## src/rtl/linear_probe_hash_table_assert.svh

```systemverilog
// assertion macros used by rtl/linear_probe_hash_table.sv
// all macros sample on clk and are disabled while rst_n is low
`ifndef LINEAR_PROBE_HASH_TABLE_ASSERT_SVH
`define LINEAR_PROBE_HASH_TABLE_ASSERT_SVH

// same-cycle implication
`define LPHT_ASSERT_IMPL(label, ante, cons, msg) \
  label: assert property (@(posedge clk) disable iff (!rst_n) (ante) |-> (cons)) \
    else $error(msg);

// next-cycle implication
`define LPHT_ASSERT_NEXT(label, ante, cons, msg) \
  label: assert property (@(posedge clk) disable iff (!rst_n) (ante) |=> (cons)) \
    else $error(msg);

// condition that must never be seen
`define LPHT_ASSERT_NEVER(label, cond, msg) \
  label: assert property (@(posedge clk) disable iff (!rst_n) !(cond)) \
    else $error(msg);

`endif

```

## src/rtl/lpht_pkg.sv

```systemverilog
package lpht_pkg;

  // table geometry
  localparam int TABLE_SIZE = 16;
  localparam int IDX_W      = (TABLE_SIZE > 2) ? $clog2(TABLE_SIZE) : 1;
  localparam int CNT_W      = $clog2(TABLE_SIZE + 1);

  // field widths
  localparam int FUNC_W   = 1;
  localparam int KEY_W    = 31;
  localparam int NAME_W   = 32;
  localparam int VALUE_W  = 34;
  localparam int STATUS_W = 2;
  localparam int SLOT_W   = 4;

  // home slot reduction, one chunk of key bits per cycle
  localparam int CHUNK_W    = 8;
  localparam int KEY_CHUNKS = (KEY_W + CHUNK_W - 1) / CHUNK_W;
  localparam int KEY_PAD_W  = KEY_CHUNKS * CHUNK_W;
  localparam int HCNT_W     = (KEY_CHUNKS > 2) ? $clog2(KEY_CHUNKS) : 1;

  localparam logic [IDX_W:0]    TS_MOD    = (IDX_W + 1)'(TABLE_SIZE);
  localparam logic [IDX_W-1:0]  LAST_IDX  = IDX_W'(TABLE_SIZE - 1);
  localparam logic [CNT_W-1:0]  TS_CNT    = CNT_W'(TABLE_SIZE);
  localparam logic [CNT_W-1:0]  LAST_CNT  = CNT_W'(TABLE_SIZE - 1);
  localparam logic [HCNT_W-1:0] LAST_HCNT = HCNT_W'(KEY_CHUNKS - 1);

  // operation codes
  localparam logic [FUNC_W-1:0] FUNC_INSERT = 1'b0;
  localparam logic [FUNC_W-1:0] FUNC_SEARCH = 1'b1;

  typedef enum logic [STATUS_W-1:0] {
    STAT_STORED   = 2'd0,
    STAT_FOUND    = 2'd1,
    STAT_NOTFOUND = 2'd2,
    STAT_FULL     = 2'd3
  } status_t;

  typedef enum logic [1:0] {
    ST_IDLE,
    ST_HASH,
    ST_PROBE,
    ST_FINISH
  } state_t;

  typedef struct packed {
    logic [KEY_W-1:0]   key;
    logic [NAME_W-1:0]  name;
    logic [VALUE_W-1:0] value;
  } entry_t;

  typedef struct packed {
    logic             en;
    logic [IDX_W-1:0] addr;
    entry_t           data;
  } wr_req_t;

endpackage

```

## src/rtl/lpht_mem.sv

```systemverilog
module lpht_mem import lpht_pkg::*; (
  input  logic             clk,
  input  wr_req_t          wr,
  input  logic [IDX_W-1:0] rd_addr,
  output entry_t           rd_data
);

  entry_t mem [TABLE_SIZE];
  entry_t rd_data_r;

  // single write port
  always_ff @(posedge clk) begin
    if (wr.en) begin
      mem[wr.addr] <= wr.data;
    end
  end

  // registered read port
  always_ff @(posedge clk) begin
    rd_data_r <= mem[rd_addr];
  end

  assign rd_data = rd_data_r;

endmodule

```

## src/rtl/linear_probe_hash_table.sv

```systemverilog
// channel  direction  ports
// in_      input      in_valid, in_ready, in_func, in_key, in_name_tag, in_phone_value
// out_     output     out_valid, out_ready, out_status, out_slot, out_found_key,
//                     out_found_name, out_found_value
//
// one transaction at a time: accept, home slot reduction of the key
// (8 key bits per cycle), then 1 to 16 slot probes at one entry read per cycle,
// each slot checked once its read data returns, then the result is handed over.
// the entry memory read port sets the probe rate.
// rst_n clears the slot valid map, so the table starts empty.
// a result waiting on out_ready does not block the next transaction until its
// own result is due.
module linear_probe_hash_table import lpht_pkg::*; (
  input  logic               clk,
  input  logic               rst_n,
  input  logic               in_valid,
  output logic               in_ready,
  input  logic [FUNC_W-1:0]  in_func,
  input  logic [KEY_W-1:0]   in_key,
  input  logic [NAME_W-1:0]  in_name_tag,
  input  logic [VALUE_W-1:0] in_phone_value,
  output logic               out_valid,
  input  logic               out_ready,
  output logic [STATUS_W-1:0] out_status,
  output logic [SLOT_W-1:0]  out_slot,
  output logic [KEY_W-1:0]   out_found_key,
  output logic [NAME_W-1:0]  out_found_name,
  output logic [VALUE_W-1:0] out_found_value
);

  // control state
  state_t                 state_r, state_nxt;
  logic                   out_valid_r, out_valid_nxt;
  logic [TABLE_SIZE-1:0]  slot_used_r, slot_used_nxt;
  logic                   chk_vld_r, chk_vld_nxt;

  // request and probe datapath
  logic [FUNC_W-1:0]      req_func_r, req_func_nxt;
  entry_t                 req_entry_r, req_entry_nxt;
  logic [KEY_PAD_W-1:0]   key_sh_r, key_sh_nxt;
  logic [IDX_W-1:0]       rem_r, rem_nxt;
  logic [HCNT_W-1:0]      hcnt_r, hcnt_nxt;
  logic [IDX_W-1:0]       rd_idx_r, rd_idx_nxt;
  logic [CNT_W-1:0]       iss_cnt_r, iss_cnt_nxt;
  logic [IDX_W-1:0]       chk_idx_r, chk_idx_nxt;
  logic                   chk_last_r, chk_last_nxt;

  // pending result and output register
  status_t                res_status_r, res_status_nxt;
  logic [IDX_W-1:0]       res_idx_r, res_idx_nxt;
  entry_t                 res_entry_r, res_entry_nxt;
  status_t                out_status_r, out_status_nxt;
  logic [SLOT_W-1:0]      out_slot_r, out_slot_nxt;
  entry_t                 out_entry_r, out_entry_nxt;

  logic [IDX_W-1:0]       rem_step;
  entry_t                 rd_data;
  wr_req_t                wr;

  // entry memory
  lpht_mem u_mem (
    .clk     (clk),
    .wr      (wr),
    .rd_addr (rd_idx_r),
    .rd_data (rd_data)
  );

  // home slot reduction: one chunk of key bits, msb first
  always_comb begin
    logic [IDX_W:0]   t;
    logic [IDX_W-1:0] r;
    r = rem_r;
    t = '0;
    for (int i = 0; i < CHUNK_W; i++) begin
      t = {r, key_sh_r[KEY_PAD_W-1-i]};
      if (t >= TS_MOD) begin
        t = t - TS_MOD;
      end
      r = t[IDX_W-1:0];
    end
    rem_step = r;
  end

  // sequencer: next state, probe control and result capture
  always_comb begin
    logic used;
    logic hit_free;
    logic hit_match;
    logic give_up;
    logic out_free;

    state_nxt      = state_r;
    out_valid_nxt  = out_valid_r;
    slot_used_nxt  = slot_used_r;
    chk_vld_nxt    = chk_vld_r;
    req_func_nxt   = req_func_r;
    req_entry_nxt  = req_entry_r;
    key_sh_nxt     = key_sh_r;
    rem_nxt        = rem_r;
    hcnt_nxt       = hcnt_r;
    rd_idx_nxt     = rd_idx_r;
    iss_cnt_nxt    = iss_cnt_r;
    chk_idx_nxt    = chk_idx_r;
    chk_last_nxt   = chk_last_r;
    res_status_nxt = res_status_r;
    res_idx_nxt    = res_idx_r;
    res_entry_nxt  = res_entry_r;
    out_status_nxt = out_status_r;
    out_slot_nxt   = out_slot_r;
    out_entry_nxt  = out_entry_r;
    wr             = '0;
    in_ready       = 1'b0;

    used      = slot_used_r[chk_idx_r];
    hit_free  = chk_vld_r && !used;
    hit_match = chk_vld_r && used && (req_func_r == FUNC_SEARCH) &&
                (rd_data.key == req_entry_r.key);
    give_up   = chk_vld_r && chk_last_r && !hit_free && !hit_match;
    out_free  = !out_valid_r || out_ready;

    // result handed over
    if (out_valid_r && out_ready) begin
      out_valid_nxt = 1'b0;
    end

    case (state_r)
      ST_IDLE: begin
        in_ready = 1'b1;
        if (in_valid) begin
          req_func_nxt        = in_func;
          req_entry_nxt.key   = in_key;
          req_entry_nxt.name  = in_name_tag;
          req_entry_nxt.value = in_phone_value;
          key_sh_nxt          = KEY_PAD_W'(in_key);
          rem_nxt             = '0;
          hcnt_nxt            = '0;
          state_nxt           = ST_HASH;
        end
      end

      ST_HASH: begin
        key_sh_nxt = key_sh_r << CHUNK_W;
        rem_nxt    = rem_step;
        hcnt_nxt   = hcnt_r + 1'b1;
        if (hcnt_r == LAST_HCNT) begin
          rd_idx_nxt  = rem_step;
          iss_cnt_nxt = '0;
          chk_vld_nxt = 1'b0;
          state_nxt   = ST_PROBE;
        end
      end

      ST_PROBE: begin
        if (hit_free || hit_match || give_up) begin
          chk_vld_nxt = 1'b0;
          state_nxt   = ST_FINISH;
          if (hit_match) begin
            res_status_nxt = STAT_FOUND;
            res_idx_nxt    = chk_idx_r;
            res_entry_nxt  = rd_data;
          end else if (hit_free && (req_func_r == FUNC_INSERT)) begin
            res_status_nxt = STAT_STORED;
            res_idx_nxt    = chk_idx_r;
            res_entry_nxt  = req_entry_r;
          end else begin
            res_status_nxt = (req_func_r == FUNC_INSERT) ? STAT_FULL : STAT_NOTFOUND;
            res_idx_nxt    = '0;
            res_entry_nxt  = '0;
          end
        end else if (iss_cnt_r < TS_CNT) begin
          // issue the next slot read, check it in the following cycle
          chk_vld_nxt  = 1'b1;
          chk_idx_nxt  = rd_idx_r;
          chk_last_nxt = (iss_cnt_r == LAST_CNT);
          iss_cnt_nxt  = iss_cnt_r + 1'b1;
          rd_idx_nxt   = (rd_idx_r == LAST_IDX) ? '0 : rd_idx_r + 1'b1;
        end else begin
          chk_vld_nxt = 1'b0;
        end
      end

      ST_FINISH: begin
        if (out_free) begin
          out_valid_nxt  = 1'b1;
          out_status_nxt = res_status_r;
          out_slot_nxt   = SLOT_W'(res_idx_r);
          out_entry_nxt  = res_entry_r;
          if (res_status_r == STAT_STORED) begin
            slot_used_nxt[res_idx_r] = 1'b1;
            wr.en   = 1'b1;
            wr.addr = res_idx_r;
            wr.data = req_entry_r;
          end
          state_nxt = ST_IDLE;
        end
      end

      default: begin
        state_nxt = ST_IDLE;
      end
    endcase
  end

  // control registers
  always_ff @(posedge clk) begin
    if (!rst_n) begin
      state_r     <= ST_IDLE;
      out_valid_r <= 1'b0;
      slot_used_r <= '0;
      chk_vld_r   <= 1'b0;
    end else begin
      state_r     <= state_nxt;
      out_valid_r <= out_valid_nxt;
      slot_used_r <= slot_used_nxt;
      chk_vld_r   <= chk_vld_nxt;
    end
  end

  // datapath registers
  always_ff @(posedge clk) begin
    req_func_r   <= req_func_nxt;
    req_entry_r  <= req_entry_nxt;
    key_sh_r     <= key_sh_nxt;
    rem_r        <= rem_nxt;
    hcnt_r       <= hcnt_nxt;
    rd_idx_r     <= rd_idx_nxt;
    iss_cnt_r    <= iss_cnt_nxt;
    chk_idx_r    <= chk_idx_nxt;
    chk_last_r   <= chk_last_nxt;
    res_status_r <= res_status_nxt;
    res_idx_r    <= res_idx_nxt;
    res_entry_r  <= res_entry_nxt;
    out_status_r <= out_status_nxt;
    out_slot_r   <= out_slot_nxt;
    out_entry_r  <= out_entry_nxt;
  end

  assign out_valid       = out_valid_r;
  assign out_status      = out_status_r;
  assign out_slot        = out_slot_r;
  assign out_found_key   = out_entry_r.key;
  assign out_found_name  = out_entry_r.name;
  assign out_found_value = out_entry_r.value;

  `include "linear_probe_hash_table_assert.svh"

  // probe issue never runs past one full sweep
  `LPHT_ASSERT_NEVER(a_iss_bound, iss_cnt_r > TS_CNT && state_r == ST_PROBE, "probe count past table size")

  // a pending slot check only exists while probing
  `LPHT_ASSERT_IMPL(a_chk_in_probe, chk_vld_r, state_r == ST_PROBE, "slot check outside probe")

  // a stored result leaves its slot marked used
  `LPHT_ASSERT_NEXT(a_store_marks, state_r == ST_FINISH && (!out_valid_r || out_ready) && res_status_r == STAT_STORED, slot_used_r[$past(res_idx_r)], "stored slot not marked used")

  // miss and full results carry no entry
  `LPHT_ASSERT_IMPL(a_miss_zero, out_valid_r && (out_status_r == STAT_NOTFOUND || out_status_r == STAT_FULL), out_slot_r == '0 && out_entry_r == '0, "miss result carries entry fields")

endmodule
```

## config.mk

```make
export PLATFORM = sky130hd
export DESIGN_NAME = linear_probe_hash_table
export DESIGN_NICKNAME = d
export VERILOG_FILES = /design/src/rtl/lpht_pkg.sv /design/src/rtl/lpht_mem.sv /design/src/rtl/linear_probe_hash_table.sv
export VERILOG_INCLUDE_DIRS = /design/src /design/src/rtl
export SDC_FILE = /design/constraint.sdc
export NUM_CORES = 2
export LEC_CHECK = 0
export BUFFER_PORTS_ARGS = -buffer_cell sky130_fd_sc_hd__buf_2
export CAP_MARGIN = 20
export CORE_ASPECT_RATIO = 1.1
export CORE_MARGIN = 5
export CORE_UTILIZATION = 62
export DETAILED_ROUTE_END_ITERATION = 10
export GPL_TIMING_DRIVEN = 0
export PLACE_DENSITY = 0.79
export RECOVER_POWER = 100
export SLEW_MARGIN = 10
export SYNTH_ARGS = -nofsm -noshare
export SYNTH_HDL_FRONTEND = slang
export SYNTH_SLANG_ARGS = --single-unit
```

## constraint.sdc

```tcl
create_clock -name clk -period 18.55 [get_ports clk]
set_input_delay 0.9275 -clock clk [delete_from_list [all_inputs] [get_ports clk]]
set_output_delay 0.9275 -clock clk [all_outputs]
set_load 0.01 [all_outputs]
```

Word-level counts from Yosys, hierarchy flattened
Memories as Yosys holds them, arrays and structs flattened. A register that Yosys moved wholly into a read port is not among the register bits.
Cells that the tools add are included.
{ "word_totals": {"reg_bits": 376, "ramBits": 1552, "in_bits": 102, "output_inout_bits": 105, "word_cells": 148, "mem_count": 1} }
{ "mem_list": {"columns": ["memory", "words", "word_bits", "rd", "rd_ports_with_merged_regs", "write_ports", "line_no", "text"], "rows": [
  ["u_mem.mem", 16, 97, 1, 1, 1, "lpht_mem.sv:8", "entry_t mem [TABLE_SIZE];"]
]} }
{ "classes": {"n_addsub": 11, "magnitude_cmp": 12, "eq_ne": 13, "mux": 51, "n_bitwise": 3, "n_reduce_logical": 31} }
{ "op_table": {"columns": ["op", "count"], "rows": [
  ["$mux W102", 3],
  ["$mux W97", 2],
  ["$pmux W32 S2", 1],
  ["$mux W4", 15],
  ["$ge A5 B5 Y1 const B", 8],
  ["$mux W32", 1],
  ["$sub A4 B1 Y4 const B", 8],
  ["$eq A31 B31 Y1", 1],
  ["$or A16 B16 Y16", 1],
  ["$pmux W4 S2", 2],
  ["$mux W5", 3],
  ["$mux W1", 13],
  ["$ne A2 B2 Y1 const B", 6],
  ["$logic_and A1 B1 Y1", 10],
  ["$lt A4 B5 Y1 const B", 2],
  ["$mux W2", 5],
  ["$pmux W5 S2", 1],
  ["$reduce_and A2 Y1", 5],
  ["$pmux W2 S4", 1],
  ["$reduce_and A4 Y1", 2],
  ["$eq A2 B2 Y1 const B", 3],
  ["$reduce_and A3 Y1", 2],
  ["$add A5 B1 Y5 const B", 1],
  ["$eq A5 B4 Y1 const B", 1],
  ["other kinds (16)", 24]
]} }

Depth between registers and ports, before layout
{ "depth": {"depth_word": 18, "ltp_mapped": 9, "ltp_nobuf": 8} }

By module
A second synthesis with hierarchy kept.
{ "unflattened": {"cells_unflattened": 3262, "hier_area_um2": 73344.1} }
{ "modules_own_cells": {"columns": ["module", "n_inst", "cells_per_inst", "area_each_um2", "seq_area_each_um2"], "rows": [
  ["lpht_mem", 1, 2484, 59866.2, 48546.6],
  ["linear_probe_hash_table", 1, 778, 13477.9, 10490.1]
]} }

Least setup slack after synthesis
Ideal clock, no wire load.
{ "synth_timing": {"kind": "input to register", "start": "input port out_ready", "end": "memory u_mem.mem[8][0] (netlist name) (enable)", "setup_time_ns": 0.674, "arrival_time_ns": 13.126, "t_required_ns": 17.876, "path_slack_ns": 4.750, "stages": 6, "path_buffers": 1, "path_cell_list": "nor2b_1 nor2b_1 nor3b_1 clkbuf_1 nand3b_1 nor3_1"} }
{ "synth_between": {"elab_chain_cells": 5} }
{ "synth_lines": {"columns": ["item", "line_no", "text"], "rows": [
  ["from (decl)", "linear_probe_hash_table.sv:23", "input logic out_ready,"],
  ["$logic_or A1 B1 Y1 (*)", "linear_probe_hash_table.sv:119", "out_free = !out_valid_r || out_ready;"],
  ["$mux W102 (*)", "linear_probe_hash_table.sv:183", "if (out_free) begin"],
  ["$mux W102 (*)", "linear_probe_hash_table.sv:126", "case (state_r)"],
  ["$mux W1", "lpht_mem.sv:13", "if (wr.en) begin"],
  ["$mux W1 (implied by the code)", "lpht_mem.sv:14", "mem[wr.addr] <= wr.data;"],
  ["to (decl)", "lpht_mem.sv:8", null]
]} }
Every way passes the cells marked *; elsewhere a longest branch is shown, timed or not.

Worst setup path in the final report
{ "layout_timing": {"start": "register state_r[1]", "end": "memory u_mem.mem[10][37] (netlist name) (enable)"} }
{ "layout_between": {"elab_chain_cells": 4} }
{ "layout_lines": {"columns": ["item", "line_no", "text"], "rows": [
  ["from (decl)", "linear_probe_hash_table.sv:32", "state_t state_r, state_nxt;"],
  ["from (signal assigned)", "linear_probe_hash_table.sv:212", "state_r <= state_nxt;"],
  ["$eq A2 B2 Y1 (*)", "linear_probe_hash_table.sv:126", null],
  ["$mux W102 (*)", "linear_probe_hash_table.sv:126", null],
  ["$mux W1", "lpht_mem.sv:13", null],
  ["$mux W1 (implied by the code)", "lpht_mem.sv:14", null]
]} }
Marks and branches as above.

==> impl_metrics.toml <==
[floorplan]
die_area_mm2 = 0.125
initial_core_util = 0.624
die_height_um = 371
top_level_i_o_count = 207
rows = 132
core-area_mm2 = 0.118
die_x_um = 338

[yosys]
synth_edf_count = 1888
dominant_combinational_cell_family_by_area_after_synthesis = "multiplexers"
synth_top_flop_cell = "edfxtp_1"
synth.most_common_cell = "edfxtp_1"
synth-compound-area-share = 0.0120
yosys-top-cells-area = "edfxtp_1 (77%), mux4_2 (15%), dfxtp_1 (3.2%)"
post-synth-top-area-cell = "edfxtp_1"
netlist-cell-type-count = 47
syn-instance-count = 3030
synthesized_area_fraction_occupied_by_adder_cells = 0.00136
synth.cells.most_frequent = "edfxtp_1 (1888), mux4_2 (485), and2_1 (135)"
synth.cell_area_mm2 = 0.0734
synth.yosys.warnings = 0
ys_ff_latch = 2005
synthesis.area_per_instance_um2 = 24.2
postSynthNetCount = 3140
synth-simple-area-share = 0.0171
muxShareOfSynthArea = 0.152
post-synth-top-area-fraction = 0.773
synth_sequential_area_ratio = 0.805
synth-async-reset-ratio = 0
post_synth_xor_area_fraction = 0.00406

[global_route]
globalRouteMet2Util = 0.518
antenna_found_initial = 6
grt_max_degree = 53
groute.usage.overall = 0.321
globalRouteMet1Util = 0.422
grt.busiest_layer = "met2"
grt_pass1_wl_um = 280000
grt_remaining_overflow = 0
grt_use_met3 = 0.0731
first_global_vias = 38300

[route]
route.antenna.remaining_nets = 0
detail_route.iter0.violations = 6401
detail_route.wirelength_um = 198000
dr_drc_count = 0
vias_per_cell = 7.04
wl_per_cell_um = 37.4
via_count = 37300
firstDrtPassIters = 7

[critical_path]
path_class = "register to register"
critical_path.endpoint_type = "register"
crit_chain = "ha_1, nor2b_1, clkbuf_1, nor3b_1, clkbuf_1, nand3b_1, nor2_1, clkbuf_1, clkbuf_1, clkbuf_1, clkbuf_1"
timing.critical_path.slowest_cell_delay_ns = 1.50
cp_slowest_cell = "nor2_1"
critPathLaunchType = "register"
required_ns = 18.95
worst_ep_arrival_time_ns = 11.74
cp_common_cell = "clkbuf_1"
worstPathMaxFanout = 19

[layout]
finalNetCount = 3706
area_of_the_multi_input_gates_mm2 = 0.0137
fillerInstances = 6325
layout.area.seq_mm2 = 0.0590
finish.instance_area_mm2 = 0.0833
synthToLayoutAreaGrowth_pct = 13.6
final_layout_size_suffix_gt1_frac = 0.249
postLayoutCoreUtil = 0.708

[timing]
pins_over_slew_limit = 1268
timing.final.crit_share = 0.611
slew_headroom = -1.40
period_needed_ns = 11.33
tightestPinTransition_ns = 3.51
worst_clock_skew_on_the_final_layout_ns = 0.0301
setup_viol = 0
setup_repair_after_global_routing_missed_its_margin = "no"
worst_hold_slack_ns = 0.278
peak_clock_frequency_supported_by_timing_ghz = 0.0883
final_hold_viol_count = 0

[cts]
tritoncts = "built"
cts_sinks = 2005
tritoncts.num_buffers = 180
cts_root_buffer = "clkbuf_16"
clkTransAtPathRegs_ns = 0.06
cts_max_level = 4
hold_fix_buffers_at_cts = 0
cts_buffer_depth = 3
postCtsSetupRepairBufs = 0
worstSkewPairLatency_ns = 0.82
cts_resized = 0

[placement]
dpl.hpwl_um = 114000
gpl.final_weighted_congestion = 0.813
place_area_mm2 = 0.0787
buffer_ports.inserted = 206

[pwr]
vdd_ir_drop_max_v = 0.000117
powerDensity_mw_per_mm2 = 131
static-leakage-power_nw = 29.8

[status]
run_status = "finished, violations left"
failed_checks = "capacitance limit, slew limit"

[hold_path]
worst_hold_path_type = "primary input to register"

[flow_run]
drv_cap = 64
-- per-layer routing --
layer  routed length, um  vias up
met3               24000      700
met2               98700     3549
met4               11300        0
met1               64400    19100
li1                    -    13900
met5                   0        -
-- critical path, delay by kind of cell (launching register included) --
family / cells / cell delay, ns
flops: 1 / 0.40
buf+inv: 6 / 6.74
fa+ha+maj: 1 / 0.23
simple gates: 4 / 3.47
-- path summary, 6_finish.rpt --
| kind | cells past startpoint | slack [ns] | start | end |
|---|---|---|---|---|
| worst max-delay path | 11 | 7.22 | state_r[1]$_SDFFE_PN0P_ | u_mem.mem[10][37]$_DFFE_PP_ |
| worst max register to register | 11 | 7.22 | state_r[1]$_SDFFE_PN0P_ | u_mem.mem[10][37]$_DFFE_PP_ |
| worst min register to register | 0 | 0.41 | res_entry_r[59]$_DFFE_PP_ | out_found_name[25]$_DFFE_PP_ |
| worst min-delay path | 1 | 0.28 | in_key[21] | req_entry_r[87]$_DFFE_PP_ |
-- where the power goes --
group	total [W]	internal (W)	switching, W	leakage, nW
logic	0.00184	0.000716	0.00113	5.37
clock network	0.00385	0.00216	0.00169	3.00
registers	0.00526	0.00513	0.000126	21.4
total	0.0109	0.00801	0.00294	29.8
-- stage by stage --
stage	power [W]	worst slack, ns	setup TNS (ns)	instances
5_1_grt	0.0112	6.95	0	5293
6_report	0.0109	7.22	0	5300
3_3_place_gp	0.00698	-8.62	-5561.75	4777
4_1_cts	0.0109	12.97	0	5261
3_5_place_dp	0.00705	12.62	0	4923
2_1_floorplan	0.00636	4.75	0	3030
-- logic make-up (layout without fill, tap and decap cells) --
logic type                 count (synthesis)  count (layout)
DFF                                     2005            2005
muxes                                    507             507
and+or+nand+nor                          215             215
buffers and inverters                    158             880
AOI/OAI and AO/OA                        103             103
xor gates and xnor gates                  34              34
adders and majority gates                  8               8
other                                      0               7
-- state kept, by name (all words and copies together) (netlist names) --
| signal | cells |
|---|---|
| u_mem.mem | 1552 |
| req_entry_r | 97 |
| res_entry_r | 97 |
| u_mem.rd_data | 97 |
| out_found_value | 34 |
| out_found_name | 32 |
| out_found_key | 31 |
| key_sh_r | 16 |
| slot_used_r | 16 |
| iss_cnt_r | 5 |
| chk_idx_r | 4 |
| out_slot | 4 |
| rd_idx_r | 4 |
| res_idx_r | 4 |
| hcnt_r | 2 |
| out_status | 2 |
| res_status_r | 2 |
| state_r | 2 |
| chk_last_r | 1 |
| chk_vld_r | 1 |
| out_valid | 1 |
| req_func_r | 1 |
-- placed cells by master, fill, tap and decap left out, drive strengths merged, types with 4 or more instances in the layout --
master | netlist | routed
nor2 | 29 | 29
a21oi | 6 | 6
nand3 | 5 | 5
and2 | 135 | 135
mux2i | 8 | 8
mux2 | 14 | 14
mux4 | 485 | 485
ha | 8 | 8
diode | 0 | 7
a22o | 66 | 66
nand3b | 4 | 4
clkinv | 1 | 68
bufinv | 0 | 19
nor2b | 10 | 10
dfxtp | 117 | 117
xor2 | 32 | 32
buf | 68 | 178
o21a | 17 | 17
clkbuf | 78 | 587
nand2 | 9 | 9
clkinvlp | 0 | 7
nor3 | 4 | 4
nor4 | 8 | 8
inv | 11 | 21
edfxtp | 1888 | 1888
-- cell type report --
type,count,area share
sequential,2005,0.709
inverter,12,0.000541
antenna,7,0.000210
timing repair buffer,384,0.0232
tap,1541,0.0231
clock inverter,103,0.0140
clock buffer,235,0.0592
buffer,146,0.00683
multi-input combinational,867,0.164
No activity file was read; power rests on OpenSTA's default activity.
